## src/hdl/sweep_prune_pair_finder_unit_assert.svh

```systemverilog
`ifndef SWEEP_PRUNE_PAIR_FINDER_UNIT_ASSERT_SVH
`define SWEEP_PRUNE_PAIR_FINDER_UNIT_ASSERT_SVH
// clocked implication check with async reset disable
`define SPPF_ASSERT_IMPL(label, ante, cons, msg) \
	label: assert property (@(posedge clk) disable iff (!arst_n) (ante) |-> (cons)) \
		else $error(msg);
// next-cycle implication check
`define SPPF_ASSERT_NEXT(label, ante, cons, msg) \
	label: assert property (@(posedge clk) disable iff (!arst_n) (ante) |=> (cons)) \
		else $error(msg);
`endif

```

## src/hdl/sppf_pkg.sv

```systemverilog
package sppf_pkg;
	localparam int unsigned LAYERS_DEF = 4;
	localparam int unsigned LIST_CAPACITY_DEF = 8;
	localparam int unsigned COORD_BITS_DEF = 20;
	localparam int unsigned MATRIX_BITS = 16;
	localparam int unsigned QUEUE_DEPTH = 2;

	typedef enum logic {
		CMD_INSERT = 1'b0,
		CMD_CLEAR  = 1'b1
	} cmd_t;

	typedef enum logic {
		KIND_PAIR    = 1'b0,
		KIND_SUMMARY = 1'b1
	} kind_t;

	typedef enum logic [1:0] {
		ST_IDLE,
		ST_SCAN,
		ST_STORE,
		ST_SUMMARY
	} state_t;
endpackage

```

## src/hdl/sppf_front.sv

```systemverilog
// Accepts requests, checks the layer, looks up the collision row and
// queues them for the back end.
module sppf_front #(
	parameter int unsigned LAYERS = sppf_pkg::LAYERS_DEF,
	parameter int unsigned COORD_BITS = sppf_pkg::COORD_BITS_DEF
) (
	input  logic clk,
	input  logic arst_n,
	input  logic [sppf_pkg::MATRIX_BITS-1:0] layer_pairs,
	input  logic push,
	output logic full,
	input  logic cmd,
	input  logic [15:0] owner,
	input  logic [7:0] shape_index,
	input  logic [1:0] layer,
	input  logic non_moving,
	input  logic signed [COORD_BITS-1:0] min_x,
	input  logic signed [COORD_BITS-1:0] min_y,
	input  logic signed [COORD_BITS-1:0] max_x,
	input  logic signed [COORD_BITS-1:0] max_y,
	output logic q_valid,
	input  logic q_pop,
	output logic q_clear,
	output logic q_bad_layer,
	output logic [LAYERS-1:0] q_mask,
	output logic [15:0] q_owner,
	output logic [7:0] q_shape,
	output logic [$clog2(LAYERS > 1 ? LAYERS : 2)-1:0] q_layer,
	output logic q_fixed,
	output logic signed [COORD_BITS-1:0] q_lo_x,
	output logic signed [COORD_BITS-1:0] q_lo_y,
	output logic signed [COORD_BITS-1:0] q_hi_x,
	output logic signed [COORD_BITS-1:0] q_hi_y
);
	import sppf_pkg::*;
	localparam int unsigned LW = $clog2(LAYERS > 1 ? LAYERS : 2);

	typedef struct packed {
		logic clear;
		logic bad_layer;
		logic [LAYERS-1:0] mask;
		logic [15:0] owner;
		logic [7:0] shape;
		logic [LW-1:0] layer;
		logic fixed;
		logic signed [COORD_BITS-1:0] lo_x;
		logic signed [COORD_BITS-1:0] lo_y;
		logic signed [COORD_BITS-1:0] hi_x;
		logic signed [COORD_BITS-1:0] hi_y;
	} entry_t;

	entry_t ent_q [QUEUE_DEPTH];
	entry_t new_ent;
	logic wr_ptr_q, rd_ptr_q;
	logic [1:0] cnt_q;
	logic do_push, do_pop;

	always_comb begin
		new_ent = '0;
		new_ent.clear = (cmd == CMD_CLEAR);
		new_ent.bad_layer = ({30'd0, layer} >= 32'(LAYERS));
		new_ent.owner = owner;
		new_ent.shape = shape_index;
		new_ent.layer = LW'(layer);
		new_ent.fixed = non_moving;
		new_ent.lo_x = min_x;
		new_ent.lo_y = min_y;
		new_ent.hi_x = max_x;
		new_ent.hi_y = max_y;
		for (int b = 0; b < LAYERS; b++) begin
			if (32'(layer) * 32'(LAYERS) + 32'(b) < 32'(MATRIX_BITS))
				new_ent.mask[b] = layer_pairs[4'(32'(layer) * 32'(LAYERS) + 32'(b))];
		end
	end

	assign full = (cnt_q == 2'(QUEUE_DEPTH));
	assign do_push = push && !full;
	assign do_pop = q_pop && q_valid;
	assign q_valid = (cnt_q != 2'd0);

	always_ff @(posedge clk or negedge arst_n) begin
		if (!arst_n) begin
			wr_ptr_q <= 1'b0;
			rd_ptr_q <= 1'b0;
			cnt_q <= 2'd0;
		end else begin
			if (do_push) wr_ptr_q <= !wr_ptr_q;
			if (do_pop) rd_ptr_q <= !rd_ptr_q;
			cnt_q <= cnt_q + 2'(do_push) - 2'(do_pop);
		end
	end

	always_ff @(posedge clk) begin
		if (do_push) ent_q[wr_ptr_q] <= new_ent;
	end

	assign q_clear = ent_q[rd_ptr_q].clear;
	assign q_bad_layer = ent_q[rd_ptr_q].bad_layer;
	assign q_mask = ent_q[rd_ptr_q].mask;
	assign q_owner = ent_q[rd_ptr_q].owner;
	assign q_shape = ent_q[rd_ptr_q].shape;
	assign q_layer = ent_q[rd_ptr_q].layer;
	assign q_fixed = ent_q[rd_ptr_q].fixed;
	assign q_lo_x = ent_q[rd_ptr_q].lo_x;
	assign q_lo_y = ent_q[rd_ptr_q].lo_y;
	assign q_hi_x = ent_q[rd_ptr_q].hi_x;
	assign q_hi_y = ent_q[rd_ptr_q].hi_y;
endmodule

```

## src/hdl/sppf_back.sv

```systemverilog
// Scans the active lists one entry per cycle while the result queue has
// room, compacts them in place and emits pairs into a two-entry result queue.
module sppf_back #(
	parameter int unsigned LAYERS = sppf_pkg::LAYERS_DEF,
	parameter int unsigned LIST_CAPACITY = sppf_pkg::LIST_CAPACITY_DEF,
	parameter int unsigned COORD_BITS = sppf_pkg::COORD_BITS_DEF
) (
	input  logic clk,
	input  logic arst_n,
	input  logic q_valid,
	output logic q_pop,
	input  logic q_clear,
	input  logic q_bad_layer,
	input  logic [LAYERS-1:0] q_mask,
	input  logic [15:0] q_owner,
	input  logic [7:0] q_shape,
	input  logic [$clog2(LAYERS > 1 ? LAYERS : 2)-1:0] q_layer,
	input  logic q_fixed,
	input  logic signed [COORD_BITS-1:0] q_lo_x,
	input  logic signed [COORD_BITS-1:0] q_lo_y,
	input  logic signed [COORD_BITS-1:0] q_hi_x,
	input  logic signed [COORD_BITS-1:0] q_hi_y,
	output logic empty,
	input  logic pop,
	output logic kind,
	output logic [15:0] new_owner,
	output logic [7:0] new_shape,
	output logic [15:0] old_owner,
	output logic [7:0] old_shape,
	output logic overflow,
	output logic last,
	output logic busy
);
	import sppf_pkg::*;
	localparam int unsigned LW = $clog2(LAYERS > 1 ? LAYERS : 2);
	localparam int unsigned IW = $clog2(LIST_CAPACITY);
	localparam int unsigned CW = $clog2(LIST_CAPACITY + 1);
	localparam int unsigned AW = LW + IW;
	localparam int unsigned DEPTH = LAYERS * (2 ** IW);

	typedef struct packed {
		logic [15:0] owner;
		logic [7:0] shape;
		logic fixed;
		logic signed [COORD_BITS-1:0] lo_x;
		logic signed [COORD_BITS-1:0] hi_x;
		logic signed [COORD_BITS-1:0] lo_y;
		logic signed [COORD_BITS-1:0] hi_y;
	} slot_t;

	typedef struct packed {
		logic kind;
		logic [15:0] no;
		logic [7:0] ns;
		logic [15:0] oo;
		logic [7:0] os;
		logic ov;
		logic last;
	} res_t;

	slot_t mem [DEPTH];
	slot_t rd_s1;
	logic [CW-1:0] count_q [LAYERS];

	state_t state_q, state_d;
	logic [LW-1:0] lay_q;
	logic [CW-1:0] rd_idx_q, kept_q;
	logic rd_pend_s1;
	logic scan_done;

	res_t rq_q [2];
	logic rq_wr_q, rq_rd_q;
	logic [1:0] rq_cnt_q;
	logic rq_room, rq_push;
	res_t rq_in;

	logic issue, e_keep, e_pair, mem_we, ov_flag;
	logic ov_flag_q;
	logic [AW-1:0] mem_wa, mem_ra;
	slot_t mem_wd;

	function automatic logic [AW-1:0] addr(input logic [LW-1:0] l, input logic [IW-1:0] i);
		addr = {l, i};
	endfunction

	// room for one more result, counting a possible one still in the read stage
	assign rq_room = (rq_cnt_q == 2'd0) || (rq_cnt_q == 2'd1 && !rd_pend_s1);

	assign scan_done = !q_mask[lay_q] || (rd_idx_q >= count_q[lay_q]);
	assign issue = (state_q == ST_SCAN) && !scan_done && rq_room;
	assign mem_ra = addr(lay_q, rd_idx_q[IW-1:0]);

	assign e_keep = rd_pend_s1 && !(q_lo_x > rd_s1.hi_x);
	assign e_pair = e_keep && (rd_s1.owner != q_owner) && (rd_s1.lo_x <= q_hi_x)
		&& (q_lo_y <= rd_s1.hi_y) && (rd_s1.lo_y <= q_hi_y) && !(q_fixed && rd_s1.fixed);

	always_comb begin
		state_d = state_q;
		unique case (state_q)
			ST_IDLE: begin
				if (q_valid) begin
					if (q_clear || q_bad_layer) state_d = ST_SUMMARY;
					else state_d = ST_SCAN;
				end
			end
			ST_SCAN: begin
				if (scan_done && !rd_pend_s1 && {1'b0, lay_q} == (LW+1)'(LAYERS - 1))
					state_d = ST_STORE;
			end
			ST_STORE: state_d = ST_SUMMARY;
			ST_SUMMARY: begin
				if (rq_cnt_q != 2'd2) state_d = ST_IDLE;
			end
			default: state_d = ST_IDLE;
		endcase
	end

	always_comb begin
		mem_we = 1'b0;
		mem_wa = addr(lay_q, kept_q[IW-1:0]);
		mem_wd = rd_s1;
		rq_push = 1'b0;
		rq_in = '0;
		q_pop = 1'b0;
		ov_flag = q_bad_layer || (count_q[q_layer] >= CW'(LIST_CAPACITY));
		unique case (state_q)
			ST_SCAN: begin
				mem_we = e_keep;
				rq_push = e_pair;
				rq_in.kind = KIND_PAIR;
				rq_in.no = q_owner;
				rq_in.ns = q_shape;
				rq_in.oo = rd_s1.owner;
				rq_in.os = rd_s1.shape;
			end
			ST_STORE: begin
				mem_we = !ov_flag;
				mem_wa = addr(q_layer, count_q[q_layer][IW-1:0]);
				mem_wd.owner = q_owner;
				mem_wd.shape = q_shape;
				mem_wd.fixed = q_fixed;
				mem_wd.lo_x = q_lo_x;
				mem_wd.hi_x = q_hi_x;
				mem_wd.lo_y = q_lo_y;
				mem_wd.hi_y = q_hi_y;
			end
			ST_SUMMARY: begin
				rq_push = (rq_cnt_q != 2'd2);
				q_pop = rq_push;
				rq_in.kind = KIND_SUMMARY;
				rq_in.last = 1'b1;
				if (!q_clear) begin
					rq_in.no = q_owner;
					rq_in.ns = q_shape;
					rq_in.ov = q_bad_layer || ov_flag_q;
				end
			end
			default: ;
		endcase
	end

	always_ff @(posedge clk or negedge arst_n) begin
		if (!arst_n) begin
			state_q <= ST_IDLE;
			lay_q <= '0;
			rd_idx_q <= '0;
			kept_q <= '0;
			rd_pend_s1 <= 1'b0;
			ov_flag_q <= 1'b0;
			for (int l = 0; l < LAYERS; l++) count_q[l] <= '0;
			rq_wr_q <= 1'b0;
			rq_rd_q <= 1'b0;
			rq_cnt_q <= 2'd0;
		end else begin
			state_q <= state_d;
			rd_pend_s1 <= issue;
			if (issue) rd_idx_q <= rd_idx_q + 1'b1;
			if (state_q == ST_SCAN && e_keep) kept_q <= kept_q + 1'b1;
			if (state_q == ST_IDLE) begin
				lay_q <= '0;
				rd_idx_q <= '0;
				kept_q <= '0;
				if (q_valid && q_clear)
					for (int l = 0; l < LAYERS; l++) count_q[l] <= '0;
			end else if (state_q == ST_SCAN && scan_done && !rd_pend_s1) begin
				// layer finished: commit compacted length, move on
				if (q_mask[lay_q]) count_q[lay_q] <= kept_q;
				if ({1'b0, lay_q} != (LW+1)'(LAYERS - 1)) lay_q <= lay_q + 1'b1;
				rd_idx_q <= '0;
				kept_q <= '0;
			end
			if (state_q == ST_STORE) begin
				ov_flag_q <= ov_flag;
				if (!ov_flag) count_q[q_layer] <= count_q[q_layer] + 1'b1;
			end
			if (state_q == ST_IDLE) ov_flag_q <= 1'b0;
			if (rq_push) rq_wr_q <= !rq_wr_q;
			if (pop && !empty) rq_rd_q <= !rq_rd_q;
			rq_cnt_q <= rq_cnt_q + 2'(rq_push) - 2'(pop && !empty);
		end
	end

	always_ff @(posedge clk) begin
		if (mem_we) mem[mem_wa] <= mem_wd;
		if (issue) rd_s1 <= mem[mem_ra];
		if (rq_push) rq_q[rq_wr_q] <= rq_in;
	end

	assign empty = (rq_cnt_q == 2'd0);
	assign kind = rq_q[rq_rd_q].kind;
	assign new_owner = rq_q[rq_rd_q].no;
	assign new_shape = rq_q[rq_rd_q].ns;
	assign old_owner = rq_q[rq_rd_q].oo;
	assign old_shape = rq_q[rq_rd_q].os;
	assign overflow = rq_q[rq_rd_q].ov;
	assign last = rq_q[rq_rd_q].last;
	assign busy = (state_q != ST_IDLE);
endmodule

```

## src/hdl/sweep_prune_pair_finder_unit.sv

```systemverilog
// Sweep-and-prune broad phase. Boxes must be sent sorted by min_x; the
// block does not enforce it. Each insert scans the active list of every
// layer the collision matrix allows, one entry per cycle while the result
// queue has room, through a list memory with a read and a write port,
// compacting away entries that ended left of the new box and queuing one
// pair per hit, then stores the box and ends with a summary result
// (last=1). An insert goes from idle through the scan of each layer (a
// masked-off layer or empty list is skipped without reads) and a store
// state to the summary, which waits on a full result queue; a clear goes
// from idle straight to the summary. A two-entry request queue in front
// and a two-entry result queue behind decouple the ports.
module sweep_prune_pair_finder_unit #(
	parameter int unsigned LAYERS = sppf_pkg::LAYERS_DEF,
	parameter int unsigned LIST_CAPACITY = sppf_pkg::LIST_CAPACITY_DEF,
	parameter int unsigned COORD_BITS = sppf_pkg::COORD_BITS_DEF
) (
	input  logic clk,
	input  logic arst_n,
	input  logic cfg_valid,
	output logic cfg_ready,
	input  logic [sppf_pkg::MATRIX_BITS-1:0] cfg_data,
	input  logic push,
	output logic full,
	input  logic cmd,
	input  logic [15:0] owner,
	input  logic [7:0] shape_index,
	input  logic [1:0] layer,
	input  logic non_moving,
	input  logic signed [COORD_BITS-1:0] min_x,
	input  logic signed [COORD_BITS-1:0] min_y,
	input  logic signed [COORD_BITS-1:0] max_x,
	input  logic signed [COORD_BITS-1:0] max_y,
	output logic empty,
	input  logic pop,
	output logic kind,
	output logic [15:0] new_owner,
	output logic [7:0] new_shape,
	output logic [15:0] old_owner,
	output logic [7:0] old_shape,
	output logic overflow,
	output logic last
);
	import sppf_pkg::*;
	`include "sweep_prune_pair_finder_unit_assert.svh"
	localparam int unsigned LW = $clog2(LAYERS > 1 ? LAYERS : 2);

	logic [MATRIX_BITS-1:0] layer_pairs_q;
	logic q_valid, q_pop, q_clear, q_bad_layer, q_fixed, busy;
	logic [LAYERS-1:0] q_mask;
	logic [15:0] q_owner;
	logic [7:0] q_shape;
	logic [LW-1:0] q_layer;
	logic signed [COORD_BITS-1:0] q_lo_x, q_lo_y, q_hi_x, q_hi_y;

	assign cfg_ready = 1'b1;

	always_ff @(posedge clk or negedge arst_n) begin
		if (!arst_n) layer_pairs_q <= '1;
		else if (cfg_valid && cfg_ready) layer_pairs_q <= cfg_data;
	end

	sppf_front #(.LAYERS(LAYERS), .COORD_BITS(COORD_BITS)) u_front (
		.clk, .arst_n, .layer_pairs(layer_pairs_q), .push, .full, .cmd, .owner,
		.shape_index, .layer, .non_moving, .min_x, .min_y, .max_x, .max_y,
		.q_valid, .q_pop, .q_clear, .q_bad_layer, .q_mask, .q_owner, .q_shape,
		.q_layer, .q_fixed, .q_lo_x, .q_lo_y, .q_hi_x, .q_hi_y
	);

	sppf_back #(.LAYERS(LAYERS), .LIST_CAPACITY(LIST_CAPACITY),
		.COORD_BITS(COORD_BITS)) u_back (
		.clk, .arst_n, .q_valid, .q_pop, .q_clear, .q_bad_layer, .q_mask,
		.q_owner, .q_shape, .q_layer, .q_fixed, .q_lo_x, .q_lo_y, .q_hi_x,
		.q_hi_y, .empty, .pop, .kind, .new_owner, .new_shape, .old_owner,
		.old_shape, .overflow, .last, .busy
	);

	`SPPF_ASSERT_IMPL(a_pair_not_last, !empty && kind == KIND_PAIR, !last && !overflow, "pair flagged last")
	`SPPF_ASSERT_IMPL(a_summary_last, !empty && kind == KIND_SUMMARY, last && old_owner == 16'd0, "bad summary")
	`SPPF_ASSERT_NEXT(a_pop_ends_item, q_pop, !busy, "request not retired")
endmodule

```

## config.mk

```make
export PLATFORM = sky130hd
export DESIGN_NAME = sweep_prune_pair_finder_unit
export DESIGN_NICKNAME = d
export VERILOG_FILES = /design/src/hdl/sppf_pkg.sv /design/src/hdl/sppf_front.sv /design/src/hdl/sppf_back.sv /design/src/hdl/sweep_prune_pair_finder_unit.sv
export VERILOG_INCLUDE_DIRS = /design/src /design/src/hdl
export SDC_FILE = /design/constraint.sdc
export NUM_CORES = 2
export LEC_CHECK = 0
export BUFFER_PORTS_ARGS = -buffer_cell sky130_fd_sc_hd__buf_2
export CAP_MARGIN = 5
export CORE_MARGIN = 2
export CORE_UTILIZATION = 45
export DETAILED_ROUTE_END_ITERATION = 12
export PLACE_DENSITY = 0.68
export SLEW_MARGIN = 10
export SYNTH_ARGS = -nofsm -noshare
export SYNTH_HDL_FRONTEND = slang
export SYNTH_SLANG_ARGS = --single-unit
```

## constraint.sdc

```tcl
create_clock -name clk -period 14.6 [get_ports clk]
set_clock_uncertainty 0.2 [all_clocks]
set_input_delay 1.46 -clock clk [delete_from_list [all_inputs] [get_ports clk]]
set_output_delay 1.46 -clock clk [all_outputs]
set_load 0.005 [all_outputs]
```

* Yosys cells after proc, flatten, opt, wreduce, memory -nomap -nowiden
Memory sizes are Yosys's and may differ from the RTL's. A register that Yosys moved wholly into a read port is not among the register bits. Index checks and enable logic that the tools add are counted.
Storage, ports and cells: register bits after elaboration 54, RAM bits 3686, bits of input ports 129, output and inout bits 54, word-level logic and storage cells 176, memories 3
Memory list:
- u_back.mem | words 32, width 105, read ports 1, clocked after Yosys merged registers in 1, write ports 1, RTL line sppf_back.sv:61 | slot_t mem [DEPTH];
- u_front.ent_q | words 2, width 112, read ports 1, clocked after Yosys merged registers in 0, write ports 1, RTL line sppf_front.sv:52 | entry_t ent_q [QUEUE_DEPTH];
- u_back.rq_q | words 2, width 51, read ports 1, clocked after Yosys merged registers in 0, write ports 1, RTL line sppf_back.sv:71 | res_t rq_q [2];
Cells by class: add/sub/neg operators 11, order comparisons 19, equal/unequal tests 12, mux-type cells 64, bitwise logic cells 2, reductions and logical operators 48
Operator list (count):
- two-way mux 105 bit | 1
- less-than comparator 32 x 5 -> 1 bit, second input constant | 3
- two-way mux 16 bit | 6
- <= comparator 20 bit | 3
- one-hot mux 25 bit (2 select lines) | 1
- two-way mux 24 bit | 2
- two-way mux 4 bit | 12
- bitwise mux 16 bit | 2
- less-than comparator 4 x 5 -> 1 bit, second input constant | 5
- logical AND 1 bit | 21
- greater-than comparator 20 bit | 1
- two-way mux 1 bit | 19
- binary-select mux 4 bit (select 2 bit) | 2
- demux 4 bit (select 2 bit) | 2
- two-way mux 2 bit | 8
- != test 16 bit | 1
- adder 4 x 1 -> 4 bit, second input constant | 3
- binary-select mux 1 bit (select 4 bit) | 3
- zero test 1 bit | 12
- adder 4 x 2 -> 5 bit, second input constant | 2
- equality test 2 bit, second input constant | 4
- one-hot mux 2 bit (4 select lines) | 1
- nonzero test 2 bit | 4
- >= comparator 3 bit, second input constant | 2
- other kinds (22) | 36

* Longest topological paths before layout
depth in word-level cells 13, depth in mapped cells 17, mapped depth without buffers 11

* Modules after synthesis
A second synthesis with hierarchy kept.
Second synthesis, totals: cell total of the unflattened synthesis 7111, area, all modules 150535.6 um^2
Modules (own cells, without submodules):
- sppf_back | times used 1, cells an instance 6702, area an instance 141177.9 um^2, seq. area each 107903.5 um^2
- sppf_front | times used 1, cells an instance 373, area an instance 8677.1 um^2, seq. area each 6826.5 um^2
- sweep_prune_pair_finder_unit | times used 1, cells an instance 36, area an instance 680.7 um^2, seq. area each 420.4 um^2

* Least setup slack after synthesis
OpenSTA, ideal clock, no wires.
path kind register -> register, from reg u_front.rd_ptr_q, to mem u_back.mem[27][0] (netlist name), enable pin, setup time 698 ps, arrival 10538 ps, required time 13702 ps, path slack 3163 ps, stages on the path, launching flop included 14, path buffers 5, period minus slack after synthesis 11437 ps, path through dfrtp_1 buf_4 buf_4 buf_6 buf_2 buf_1 mux2_2 ha_1 a21o_1 a311o_1 o311a_1 nor4_1 a31oi_2 nor3_1
On the way: cells in the longest elaborated chain, start to end 11, elaborated cells on any way between the ends 15
RTL lines:
- start: declaration | RTL line sppf_front.sv:54 | logic wr_ptr_q, rd_ptr_q;
- start signal: assignment | RTL line sppf_front.sv:88 | if (do_pop) rd_ptr_q <= !rd_ptr_q;
- memory (2 x 112 bit) (*)
- NOT 2 -> 3 bit (not written as such) | RTL line sppf_back.sv:125, sppf_back.sv:138
- binary-select mux 4 bit (select 2 bit) | RTL line sppf_back.sv:125, sppf_back.sv:138
- two-way mux 4 bit (not written as such) (2 in a row) | RTL line sppf_back.sv:125 | ov_flag = q_bad_layer || (count_q[q_layer] >= CW'(LIST_CAPACITY));
- >= comparator 4 bit | RTL line sppf_back.sv:125
- logical OR 1 bit | RTL line sppf_back.sv:125
- zero test 1 bit | RTL line sppf_back.sv:137 | mem_we = !ov_flag;
- one-hot mux 1 bit (2 select lines) | RTL line sppf_back.sv:126 | unique case (state_q)
- two-way mux 1 bit | RTL line sppf_back.sv:204 | if (mem_we) mem[mem_wa] <= mem_wd;
- two-way mux 1 bit (not written as such) | RTL line sppf_back.sv:204
- end: declaration | RTL line sppf_back.sv:61
Every way passes the cells marked *; elsewhere a longest branch is shown, timed or not. The select of a mux whose other input is x is not followed.

* Worst setup path after layout
from reg u_front.rd_ptr_q, to mem u_back.mem[5][78] (netlist name), enable pin
Same word-level chain as after synthesis.

==> flow_metrics.tcl <==
set metrics [dict create \
    pwr_density_cell_nw_per_um2 190 \
    ys_seq_area_share_pct 77.2 \
    via_count 72995 \
    setup_violations 0 \
    rr_endpoint "u_back.mem[5][78]" \
    synth_warnings 0 \
    drive_gt1_share_pct 27.6 \
    crit_path_end_kind "flip-flop" \
    utilization_pct 51.2 \
    critPathMaxStageDelay_ns 0.87 \
    clock_path_buffers 4 \
    grt_pass1_vias 72911 \
    drv_cap 0 \
    finalCritPeriodShare_pct 48.5 \
    clkSlewWorstSetupHoldPaths_ns 0.06 \
    cp_data_arrival_time_ns 7.41 \
    vias_per_cell 6.10 \
    multi_input_area_um2 33100 \
    slowest_stage "buf_4" \
    fmax_mhz 141 \
    min_to "u_front.cnt_q[1]" \
    crit_top_cell "buf_4" \
    yosys.area.top_type "edfxtp_1" \
    synth_area_um2 149000 \
    grt_setup_unrepaired "no" \
    tightest_slew_ns 1.40 \
    cts_hold_buf 0 \
    crit_start "u_front.rd_ptr_q" \
    synth_nets 7099 \
    ir_drop_v 0.000195 \
    area_growth_pct 13.2 \
    drc 0 \
    gp_congestion 0.843 \
    min_period_ns 7.09 \
    antenna_found_initial 13 \
    ys_async_sr_fraction_pct 1.41 \
    clock_sinks 3843 \
    nFillCells 25266 \
    rows 211 \
    drtIter0Drc 9837 \
    cp_max_fo 43 \
    status "finished, final reports clean" \
    slew_viol_final 0 \
    htree_levels 5 \
    portBuffers 181 \
    ctsResizeCount 0 \
    regArea_um2 115000 \
    die_y_um 580 \
    overflow 0 \
    initial_core_util_pct 45.2 \
    fin_nets 7526 \
    postCtsSetupBuffers 0 \
    dr.pass1.iters 6 \
    synth_cell_types 71 \
    clk_latency_ns 0.94 \
    tns_ns 0 \
    relSlewSlack_pct 6.62 \
    p_leak_uw 0.0520 \
    dieArea_um2 336000 \
    wl_mm 381 \
    wl_per_cell_um 31.8 \
    track_usage_pct 22.3 \
    die_w_um 580 \
    synth.avg_cell_area_um2 21.7 \
    synthTopCellsByArea "edfxtp_1 76%, mux4_2 14%, mux2i_1 1.7%" \
    synth_top_area_share_pct 76.3 \
    r2r_slack_ns 7.51 \
    coreArea_um2 330000 \
    postSynthCellCount 6870 \
    ant_nets 0 \
    cts_made_buffers 375 \
    r2r_start "u_front.rd_ptr_q" \
    reg2regPathDepth 12 \
    dpl.hpwl_mm 215 \
    final_hold_viol_count 0 \
    crit_path_cell_trace "mux2_2, ha_1, nand4_2, nor4_2, nand2_1, a311o_1, nor4_1, a31oi_4, buf_4, nor2_4, buf_4, buf_4" \
    root_buffer "clkbuf_16" \
    worstSetupPathType "flip-flop to flip-flop" \
    synthFlopType "edfxtp_1" \
    grt_max_degree 128 \
    startpoint_type "flip-flop" \
    synth_seq_cells 3843 \
    synth-edff-count 3789 \
    crit_required_ns 14.92 \
    worstHoldStart "u_front.cnt_q[1]" \
    worst_hold_path.num_cells 1 \
    hp-class "flip-flop to flip-flop" \
    pin_count 183 \
    grt_first_pass_wirelength_mm 541 \
    cts_tree "yes" \
]
[critical path, delay by kind of cell (launching register included)]
kind            cells  cell delay [ns]
buf+inv             3             2.00
simple gates        5             1.95
flops               1             0.84
compound gates      2             0.66
mux                 1             0.43
fa+ha+maj           1             0.37
[Yosys cell counts, types with 7 or more instances]
cell type / number
a211oi_1: 16
a21o_1: 27
a21oi_1: 106
a31oi_1: 8
and2_1: 30
and4_1: 10
buf_1: 44
buf_2: 100
buf_4: 16
clkbuf_1: 187
dfrtp_1: 38
dfstp_2: 16
edfxtp_1: 3789
ha_1: 100
inv_1: 67
mux2_2: 111
mux2i_1: 258
mux4_2: 922
nand2_1: 324
nand3_1: 15
nand4_1: 29
nor2_1: 315
nor2b_1: 19
o21ai_0: 69
o221ai_1: 95
o22ai_1: 24
o311ai_0: 12
o31ai_1: 17
xnor2_1: 25
xor2_1: 7
[power by group]
part           internal [µW]  leakage (µW)  switching [µW]  total (µW)
combinational           2720        0.0114            5110        7840
clock                   5600       0.00591            4060        9650
sequential             14200        0.0347             295       14500
total                  22600        0.0520            9460       32000
[metal layers]
metal  vias up  wire length [µm]  track usage (%)
met2      3868            186000             36.4
met3       600             33000             3.35
li1      29454                 -                -
met4         8             12300             7.10
met5         -                53                0
met1     39065            149000             31.0
[final cells by class]
| cell class | instances | area share (%) |
|---|---|---|
| diodes | 5 | 0.00741 |
| flip-flops and latches | 3843 | 68.2 |
| repair buffers | 399 | 1.60 |
| multi-input cells | 2609 | 19.6 |
| clock inverters | 207 | 1.25 |
| well taps | 4366 | 3.24 |
| inverters | 69 | 0.159 |
| clock buffers | 467 | 5.94 |
[cell usage in the layout (no fill, tap or decap), drive strengths merged, types with 4 or more instances in the layout]
master	instances
a211oi	16
a21o	27
a21oi	107
a31oi	9
and2	30
and4	10
buf	399
bufinv	41
clkbuf	467
clkinv	140
clkinvlp	16
dfrtp	38
dfstp	16
diode	5
edfxtp	3789
ha	100
inv	79
mux2	111
mux2i	258
mux4	922
nand2	325
nand2b	4
nand3	15
nand4	30
nor2	316
nor2b	19
nor3	6
nor4	7
o21ai	72
o221ai	95
o22ai	24
o311ai	12
o31ai	17
or3	5
xnor2	25
xor2	7
[worst max-delay path by stage]
| stage | to | slack, ns | cells after the start |
|---|---|---|---|
| 6_report | u_back.mem[5][78] | 7.51 | 12 |
| 5_1_grt | u_back.mem[5][74] | 7.30 | 12 |
| 4_1_cts | u_back.mem[5][74] | 7.52 | 12 |
| 3_5_place_dp | u_back.mem[5][42] | 7.57 | 12 |
| 3_3_place_gp | u_back.mem[5][61] | 7.69 | 12 |
| 2_1_floorplan | u_back.mem[27][0] | 3.16 | 13 |
[registers in the layout, indices dropped and copies added (netlist names), 2 cells and up]
| signal | count |
|---|---|
| u_back.mem | 3360 |
| u_front.ent_q | 224 |
| u_back.rd_s1 | 105 |
| u_back.rq_q | 100 |
| layer_pairs_q | 16 |
| u_back.count_q | 16 |
| u_back.kept_q | 4 |
| u_back.rd_idx_q | 4 |
| u_back.lay_q | 2 |
| u_back.rq_cnt_q | 2 |
| u_back.state_q | 2 |
| u_front.cnt_q | 2 |
[cells by family (layout without fill, tap and decap cells)]
logic type / Yosys count / in the layout / synth area share, %
and+or+nand+nor: 777 / 777 / 2.21
buffers and inverters: 418 / 1142 / 1.19
other: 1 / 6 / 0.00251
xor gates and xnor gates: 32 / 32 / 0.188
AOI/OAI and AO/OA: 408 / 408 / 1.89
adders and majority gates: 100 / 100 / 0.839
DFF: 3843 / 3843 / 77.2
muxes: 1291 / 1291 / 16.5
[stage by stage]
stage                     area, µm²  cells  setup slack (ns)  total power, µW  hold WS (ns)
final                        169000  11965              7.51            32000         0.331
after global routing         169000  11961              7.30            33100         0.367
after CTS                    169000  11959              7.52            32200         0.336
after detailed placement     157000  11285              7.57            22600         0.316
after global placement       157000  11285              7.69            22400         0.293
after floorplan              149000   6870              3.16            19500         0.255
Power figures use the tool's default switching activity.
